## config.mk

```make
export PLATFORM = sky130hd
export DESIGN_NAME = midi_event_delay_queue_core
export DESIGN_NICKNAME = d
export VERILOG_FILES = /design/src/hdl/medq_pkg.sv /design/src/hdl/medq_front.sv /design/src/hdl/medq_div.sv /design/src/hdl/medq_back.sv /design/src/hdl/midi_event_delay_queue_core.sv
export SDC_FILE = /design/constraint.sdc
export NUM_CORES = 2
export LEC_CHECK = 0
export BUFFER_PORTS_ARGS = -buffer_cell sky130_fd_sc_hd__buf_4
export CAP_MARGIN = 10
export CORE_MARGIN = 2
export CORE_UTILIZATION = 35
export CTS_CLUSTER_DIAMETER = 30
export CTS_CLUSTER_SIZE = 40
export DETAILED_ROUTE_END_ITERATION = 7
export HOLD_SLACK_MARGIN = 0.1
export PLACE_DENSITY = 0.48
export SLEW_MARGIN = 20
export SYNTH_ARGS = -nofsm -noshare
export SYNTH_HDL_FRONTEND = slang
export SYNTH_SLANG_ARGS = --single-unit
```

## constraint.sdc

```tcl
create_clock -name clk -period 8.98 [get_ports clk]
set_input_delay 1.796 -clock clk [delete_from_list [all_inputs] [get_ports clk]]
set_output_delay 1.796 -clock clk [all_outputs]
set_load 0.02 [all_outputs]
```

## src/hdl/medq_pkg.sv

```systemverilog
// ----------------------------------------------------------------------------
// medq_pkg
// Shared types and constants for the MIDI event delay queue.
// ----------------------------------------------------------------------------
package medq_pkg;

  localparam int EVENT_SLOTS = 16;
  localparam int SLOT_W = $clog2(EVENT_SLOTS);
  localparam int CNT_W = $clog2(EVENT_SLOTS + 1);
  localparam int DIV_STEPS = 32;

  typedef enum logic [1:0] {
    OP_INSERT = 2'd0,
    OP_TICK   = 2'd1,
    OP_END    = 2'd2,
    OP_NONE   = 2'd3
  } op_t;

  typedef struct packed {
    logic [1:0]  opcode;
    logic        is_midi;
    logic [7:0]  status_byte;
    logic [7:0]  data_one;
    logic [7:0]  data_two;
    logic signed [31:0] delay_frames;
    logic [15:0] sample_pos;
    logic [15:0] block_frames;
  } in_item_t;

  typedef struct packed {
    logic [7:0] out_status;
    logic [6:0] out_data_one;
    logic [6:0] out_data_two;
    logic       last;
  } out_item_t;

  typedef enum logic [2:0] {
    ST_IDLE,
    ST_FETCH,
    ST_DIV,
    ST_DECIDE,
    ST_FLUSH
  } state_t;

  localparam logic [3:0] T_OFF = 4'h8;
  localparam logic [3:0] T_ON  = 4'h9;
  localparam logic [3:0] T_PAT = 4'hA;
  localparam logic [3:0] T_CC  = 4'hB;
  localparam logic [3:0] T_PC  = 4'hC;
  localparam logic [3:0] T_CAT = 4'hD;
  localparam logic [3:0] T_PB  = 4'hE;

  // returns valid flag in bit 23 with message in low bits
  function automatic logic [23:0] rebuild(input logic [7:0] st, input logic [7:0] d1,
                                          input logic [7:0] d2);
    logic [3:0] ty;
    logic [6:0] o2;
    logic       ok;
    ty = st[7:4];
    o2 = d2[6:0];
    ok = 1'b1;
    case (ty)
      T_ON: if (o2 == 7'd0) ty = T_OFF;
      T_OFF, T_PAT, T_CC, T_PB: ok = 1'b1;
      T_PC, T_CAT: o2 = 7'd0;
      default: ok = 1'b0;
    endcase
    return {ok, ty, st[3:0], d1[6:0], o2, 1'b0};
  endfunction

endpackage

```

## src/hdl/medq_front.sv

```systemverilog
// ----------------------------------------------------------------------------
// medq_front
// Input stage: drops non-MIDI inserts and unknown opcodes, queues the rest.
// ----------------------------------------------------------------------------
module medq_front import medq_pkg::*; (
  input  logic     clk,
  input  logic     rst,
  input  in_item_t in_item,
  input  logic     push,
  output logic     full,
  output in_item_t cmd,
  output logic     cmd_valid,
  input  logic     cmd_take
);

  in_item_t q [2];
  logic [1:0] cnt;
  logic wp, rp;
  logic keep, acc;

  assign full = (cnt == 2'd2);
  assign acc = push && !full;
  assign keep = (in_item.opcode == OP_TICK) || (in_item.opcode == OP_END) ||
                ((in_item.opcode == OP_INSERT) && in_item.is_midi);
  assign cmd = q[rp];
  assign cmd_valid = (cnt != 2'd0);

  always_ff @(posedge clk) begin
    if (rst) begin
      cnt <= 2'd0;
      wp <= 1'b0;
      rp <= 1'b0;
    end else begin
      if (acc && keep) begin
        q[wp] <= in_item;
        wp <= ~wp;
      end
      if (cmd_take && cmd_valid) rp <= ~rp;
      cnt <= cnt + {1'b0, acc && keep} - {1'b0, cmd_take && cmd_valid};
    end
  end

endmodule

```

## src/hdl/medq_div.sv

```systemverilog
// ----------------------------------------------------------------------------
// medq_div
// Radix-2 restoring remainder unit, truncating sign, one bit per cycle.
// ----------------------------------------------------------------------------
module medq_div import medq_pkg::*; (
  input  logic        clk,
  input  logic        rst,
  input  logic        start,
  input  logic [31:0] dividend,
  input  logic [15:0] divisor,
  output logic        done,
  output logic        neg,
  output logic [15:0] rem
);

  logic [31:0] mag;
  logic [16:0] r;
  logic [5:0]  n;
  logic        busy;
  logic [16:0] sh, sub;

  assign sh  = {r[15:0], mag[31]};
  assign sub = sh - {1'b0, divisor};
  assign rem = r[15:0];

  always_ff @(posedge clk) begin
    if (rst) begin
      busy <= 1'b0;
      done <= 1'b0;
    end else begin
      done <= 1'b0;
      if (start) begin
        busy <= 1'b1;
        mag <= dividend[31] ? (32'd0 - dividend) : dividend;
        neg <= dividend[31];
        r <= 17'd0;
        n <= 6'(DIV_STEPS);
      end else if (busy) begin
        mag <= {mag[30:0], 1'b0};
        r <= sub[16] ? sh : sub;
        n <= n - 6'd1;
        if (n == 6'd1) begin
          busy <= 1'b0;
          done <= 1'b1;
        end
      end
    end
  end

endmodule

```

## src/hdl/medq_back.sv

```systemverilog
// ----------------------------------------------------------------------------
// medq_back
// Slot store and sequencer: insert, tick walk with remainder, end-of-block.
// ----------------------------------------------------------------------------
module medq_back import medq_pkg::*; (
  input  logic      clk,
  input  logic      rst,
  input  in_item_t  cmd,
  input  logic      cmd_valid,
  output logic      cmd_take,
  output out_item_t res,
  output logic      empty,
  input  logic      pop
);

  logic [EVENT_SLOTS-1:0] valid;
  logic [31:0] dly [EVENT_SLOTS];
  logic [7:0]  sst [EVENT_SLOTS];
  logic [7:0]  sd1 [EVENT_SLOTS];
  logic [7:0]  sd2 [EVENT_SLOTS];
  logic [SLOT_W-1:0] order [EVENT_SLOTS];
  logic [CNT_W-1:0] count, idx, kept;

  state_t state, state_next;
  logic [SLOT_W-1:0] cur, free_slot;
  logic free_ok;
  logic div_start, div_done, div_neg;
  logic [15:0] div_rem;
  logic hit;
  logic [23:0] msg;

  // one-deep hold of a message, emitted when the next one or the end is known
  out_item_t hold;
  logic      hold_v;
  out_item_t oq [2];
  logic [1:0] ocnt;
  logic owp, orp;
  logic push_o, pop_o;
  out_item_t push_d;

  assign cur = order[idx[SLOT_W-1:0]];

  always_comb begin
    free_ok = 1'b0;
    free_slot = '0;
    for (int k = EVENT_SLOTS - 1; k >= 1; k--) begin
      if (!valid[k]) begin
        free_ok = 1'b1;
        free_slot = SLOT_W'(k);
      end
    end
  end

  medq_div u_div (
    .clk(clk), .rst(rst), .start(div_start), .dividend(dly[cur]),
    .divisor(cmd.block_frames), .done(div_done), .neg(div_neg), .rem(div_rem)
  );

  // a negative delay with zero remainder still matches position zero
  assign hit = (!div_neg || div_rem == 16'd0) && (div_rem == cmd.sample_pos) && valid[cur];
  assign msg = rebuild(sst[cur], sd1[cur], sd2[cur]);

  assign empty = (ocnt == 2'd0);
  assign res = oq[orp];
  assign pop_o = pop && !empty;

  always_comb begin
    state_next = state;
    case (state)
      ST_IDLE:
        if (cmd_valid) begin
          case (op_t'(cmd.opcode))
            OP_TICK: state_next = (cmd.block_frames == 16'd0 || count == '0) ?
                                  ST_IDLE : ST_FETCH;
            OP_END:  state_next = (count == '0) ? ST_IDLE : ST_FETCH;
            default: state_next = ST_IDLE;
          endcase
        end
      ST_FETCH:
        if (op_t'(cmd.opcode) == OP_END) state_next = (idx + 1'b1 == count) ? ST_IDLE : ST_FETCH;
        else state_next = ST_DIV;
      ST_DIV:
        if (div_done) state_next = ST_DECIDE;
      ST_DECIDE:
        if (!(hit && msg[23] && hold_v && ocnt == 2'd2))
          state_next = (idx + 1'b1 == count) ? ST_FLUSH : ST_FETCH;
      ST_FLUSH:
        if (!hold_v || ocnt != 2'd2) state_next = ST_IDLE;
      default: state_next = ST_IDLE;
    endcase
  end

  always_comb begin
    cmd_take = 1'b0;
    div_start = 1'b0;
    push_o = 1'b0;
    push_d = hold;
    case (state)
      ST_IDLE:
        if (cmd_valid && state_next == ST_IDLE) cmd_take = 1'b1;
      ST_FETCH: begin
        div_start = (op_t'(cmd.opcode) == OP_TICK);
        cmd_take = (op_t'(cmd.opcode) == OP_END) && (idx + 1'b1 == count);
      end
      ST_DECIDE:
        push_o = hit && msg[23] && hold_v && ocnt != 2'd2;
      ST_FLUSH:
        if (!hold_v || ocnt != 2'd2) begin
          push_o = hold_v;
          push_d.last = 1'b1;
          cmd_take = 1'b1;
        end
      default: ;
    endcase
  end

  always_ff @(posedge clk) begin
    if (rst) begin
      state <= ST_IDLE;
      valid <= '0;
      count <= '0;
      hold_v <= 1'b0;
      ocnt <= 2'd0;
      owp <= 1'b0;
      orp <= 1'b0;
    end else begin
      state <= state_next;
      if (push_o) begin
        oq[owp] <= push_d;
        owp <= ~owp;
      end
      if (pop_o) orp <= ~orp;
      ocnt <= ocnt + {1'b0, push_o} - {1'b0, pop_o};
      case (state)
        ST_IDLE: begin
          idx <= '0;
          kept <= '0;
          hold_v <= 1'b0;
          if (cmd_valid && op_t'(cmd.opcode) == OP_INSERT &&
              count < CNT_W'(EVENT_SLOTS - 1) && free_ok) begin
            valid[free_slot] <= 1'b1;
            dly[free_slot] <= cmd.delay_frames;
            sst[free_slot] <= cmd.status_byte;
            sd1[free_slot] <= cmd.data_one;
            sd2[free_slot] <= cmd.data_two;
            order[count[SLOT_W-1:0]] <= free_slot;
            count <= count + 1'b1;
          end
        end
        ST_FETCH:
          if (op_t'(cmd.opcode) == OP_END) begin
            dly[cur] <= dly[cur] - {16'd0, cmd.block_frames};
            idx <= idx + 1'b1;
          end
        ST_DECIDE:
          if (state_next != ST_DECIDE) begin
            idx <= idx + 1'b1;
            if (hit) begin
              valid[cur] <= 1'b0;
              if (msg[23]) begin
                hold <= msg[22:0];
                hold_v <= 1'b1;
              end
            end else begin
              order[kept[SLOT_W-1:0]] <= cur;
              kept <= kept + 1'b1;
            end
          end
        ST_FLUSH:
          if (state_next == ST_IDLE) begin
            count <= kept;
            hold_v <= 1'b0;
          end
        default: ;
      endcase
    end
  end

endmodule

```

## src/hdl/midi_event_delay_queue_core.sv

```systemverilog
// ----------------------------------------------------------------------------
// midi_event_delay_queue_core
// Sample-accurate MIDI event delay queue with 15 usable slots.
// ----------------------------------------------------------------------------
// Inserts and non-matching items are handled without walking the list. A tick walks the
// pending list in arrival order; each entry runs a 32-step serial remainder. End of
// block subtracts the block length from each pending delay. Released messages leave
// through a two-entry result queue; the last one of a tick carries last.
module midi_event_delay_queue_core import medq_pkg::*; (
  input  logic      clk,
  input  logic      rst,
  input  in_item_t  in_item,
  input  logic      push,
  output logic      full,
  output out_item_t out_item,
  output logic      empty,
  input  logic      pop
);

  in_item_t cmd;
  logic cmd_valid, cmd_take;

  medq_front u_front (
    .clk(clk), .rst(rst), .in_item(in_item), .push(push), .full(full),
    .cmd(cmd), .cmd_valid(cmd_valid), .cmd_take(cmd_take)
  );

  medq_back u_back (
    .clk(clk), .rst(rst), .cmd(cmd), .cmd_valid(cmd_valid), .cmd_take(cmd_take),
    .res(out_item), .empty(empty), .pop(pop)
  );

endmodule
```

==> metrics.yaml <==
reg2reg_depth: 19
slew_violations: 0
critPathKind: "reg -> reg"
post-route-util_pct: 44.8
synth_ff_type: "edfxtp_1"
antenna_found_initial: 6
overflow: 0
cap_violations: 0
clk_latency_ns: 0.90
area_growth_pct: 26.9
async_reset_ff_share_pct: 0
worstMarginPinSlew_ns: 1.24
die_w_um: 396
netlist_area_um2: 53700
vdd_drop_max_v: 0.000184
clk_path_buf_depth: 4
dieArea_um2: 157000
outcome: "complete, no violations"
cts_buffers: 330
die_h_um: 396
wl_um: 151000
cts.repair.resized: 0
endpoint: "u_back.dly[10][27]"
synth_edf_count: 1237
first_iter_violations: 2442
viasPerCell: 5.20
cts.htree.levels: 5
clockRootBuffer: "clkbuf_16"
final_common_cell: "edfxtp_1"
ff2ff_setup_slack_ns: 1.49
hp-class: "reg -> reg"
vias: 33900
ys_ff_latch: 1278
path_clk_slew_ns: 0.04
synth_cell_types: 76
grt_pass1_wl_um: 221000
yosys_warnings: 0
port_buffers: 117
hpwlAfterDp_um: 83700
finalHoldViolCount: 0
startpoint_type: "flop"
post-cts-setup-buffers: 0
grt.total_usage_pct: 19.0
ios: 120
pre_cts_slack_ns: 1.40
tritoncts: "done"
wl_per_cell_um: 23.1
grt_max_degree: 93
synth.avg_cell_area_um2: 13.8
relSlewSlack_pct: 16.3
grt_pass1_vias: 33900
cts_sinks: 1278
layout-drive-gt1-share_pct: 20.0
ant_nets: 0
initial_utilization_pct: 35.3
max_freq_mhz: 133
pwr_density_cell_nw_per_um2: 323
tns_ns: 0
worstPathRequired_ns: 9.49
core-area_um2: 152000
min_period_ns: 7.49
worstPathMaxFanout: 16
num_rows: 143
finalCritPeriodShare_pct: 83.4
final_nets: 4389
place.gp.congestion: 0.811
crit_path_end_kind: "flop"
drc: 0
r2r_end: "u_back.dly[10][27]"
skew_ns: 0.0920
firstDrtPassIters: 7
syn_inst: 3894
setup_viol: 0
yosysSeqAreaShare_pct: 70.7
layout_common_cells: "1237 x edfxtp_1, 651 x nand2_1, 335 x clkbuf_16"
cts_hold_buf: 0
rsz0062_at_grt: "false"
p_leak_nw: 23.8
setup_slack_ns: 1.49
cp.arrival_ns: 8.00
power breakdown:
| part | leakage [nW] | internal [mW] | switching (mW) |
|---|---|---|---|
| combinational | 7.19 | 1.24 | 2.55 |
| sequential | 11.5 | 6.93 | 0.0878 |
| clock | 5.13 | 7.85 | 3.34 |
| total | 23.8 | 16.0 | 5.98 |
registers in the layout (all words and copies together) (netlist names), 2 cells and up, named ones only:
signal / count
u_back.dly: 512
u_back.sst: 128
u_back.state: 3
u_back.u_div.mag: 32
u_back.ocnt: 2
u_back.sd2: 112
u_back.valid: 16
u_back.order: 64
u_back.count: 5
u_back.hold: 22
u_back.idx: 5
u_back.u_div.r: 16
u_back.u_div.n: 6
u_back.oq: 46
u_back.kept: 5
u_back.sd1: 112
u_front.q: 176
u_front.cnt: 2
cell usage after synthesis (all sizes together), types with 26 or more instances:
master / n / area [µm²]
o21ai: 98 / 498
a221oi: 26 / 228
nand2: 653 / 2460
dfxtp: 41 / 821
a311oi: 72 / 631
mux2i: 123 / 1230
nor2: 222 / 833
inv: 38 / 143
a21oi: 90 / 450
mux4: 31 / 698
xnor2: 55 / 482
buf: 93 / 508
nor3: 31 / 160
mux2: 83 / 935
clkbuf: 147 / 552
a31oi: 33 / 206
edfxtp: 1237 / 37100
ha: 47 / 588
xor2: 40 / 350
and3: 102 / 638
nand3: 238 / 1190
a211oi: 103 / 773
routing by layer:
layer | track usage [%] | vias to the layer above | routed length, µm
met5 | 0 | - | 0
met4 | 7.28 | 0 | 4480
met3 | 3.53 | 305 | 7920
met2 | 30.3 | 975 | 71600
met1 | 25.6 | 17000 | 66800
li1 | - | 15600 | -
worst max-delay path: stages (launching register included):
cell and delay (ns):
dfxtp_1 0.85, buf_4 0.35, mux2_1 0.34, a2bb2oi_1 0.13
a21oi_1 0.54, or2_1 0.71, nor2_1 0.13, buf_4 0.27
and2_1 0.17, or4_4 0.59, ha_1 0.38, or2_2 0.29
a21oi_1 0.15, a21oi_1 0.10, a21oi_1 0.25, a21oi_1 0.16
o41a_1 0.57, nor3_1 0.28, xnor2_1 0.10, o21ai_1 0.74
final cells by class:
type	count	area, µm²
well taps	2030	2540
inverters	38	143
clock buffers	383	8580
flip-flops and latches	1278	38000
multi-input cells	2359	15000
clock inverters	190	2010
diodes	4	10.0
repair buffers	238	1860
fillers	13700	83900
worst min path at each step:
stage,depth (start not counted),to,startpoint,slack [ns]
2_1_floorplan,0,u_back.oq[0][10],u_back.hold[10],0.42
3_3_place_gp,0,u_back.oq[0][17],u_back.hold[17],0.43
3_5_place_dp,0,u_back.oq[0][22],u_back.hold[22],0.43
4_1_cts,0,u_back.oq[0][22],u_back.hold[22],0.44
5_1_grt,0,u_back.oq[0][22],u_back.hold[22],0.45
6_report,0,u_back.oq[0][22],u_back.hold[22],0.44
cells by family after synthesis:
group                    count (synthesis)  share of synthesized area (%)
AO/OA/AOI/OAI                          559                           7.24
XOR/XNOR                                95                           1.55
adder cells (fa/ha/maj)                 49                           1.17
buffers and inverters                  278                           2.24
flip-flops                            1278                           70.7
multiplexers                           237                           5.33
other                                    1                        0.00698
AND/OR/NAND/NOR                       1397                           11.8
stage by stage:
step                cell area [µm²]  hold slack [ns]  power (mW)  cells
floorplan                     53800            0.421        9.59   3915
global placement              57400            0.428        10.9   5940
detailed placement            57500            0.432        10.9   5942
CTS                           68100            0.440        22.2   6515
global route                  68200            0.451        22.9   6517
finish                        68200            0.439        22.0   6520
No activity file was read; power rests on OpenSTA's default activity.
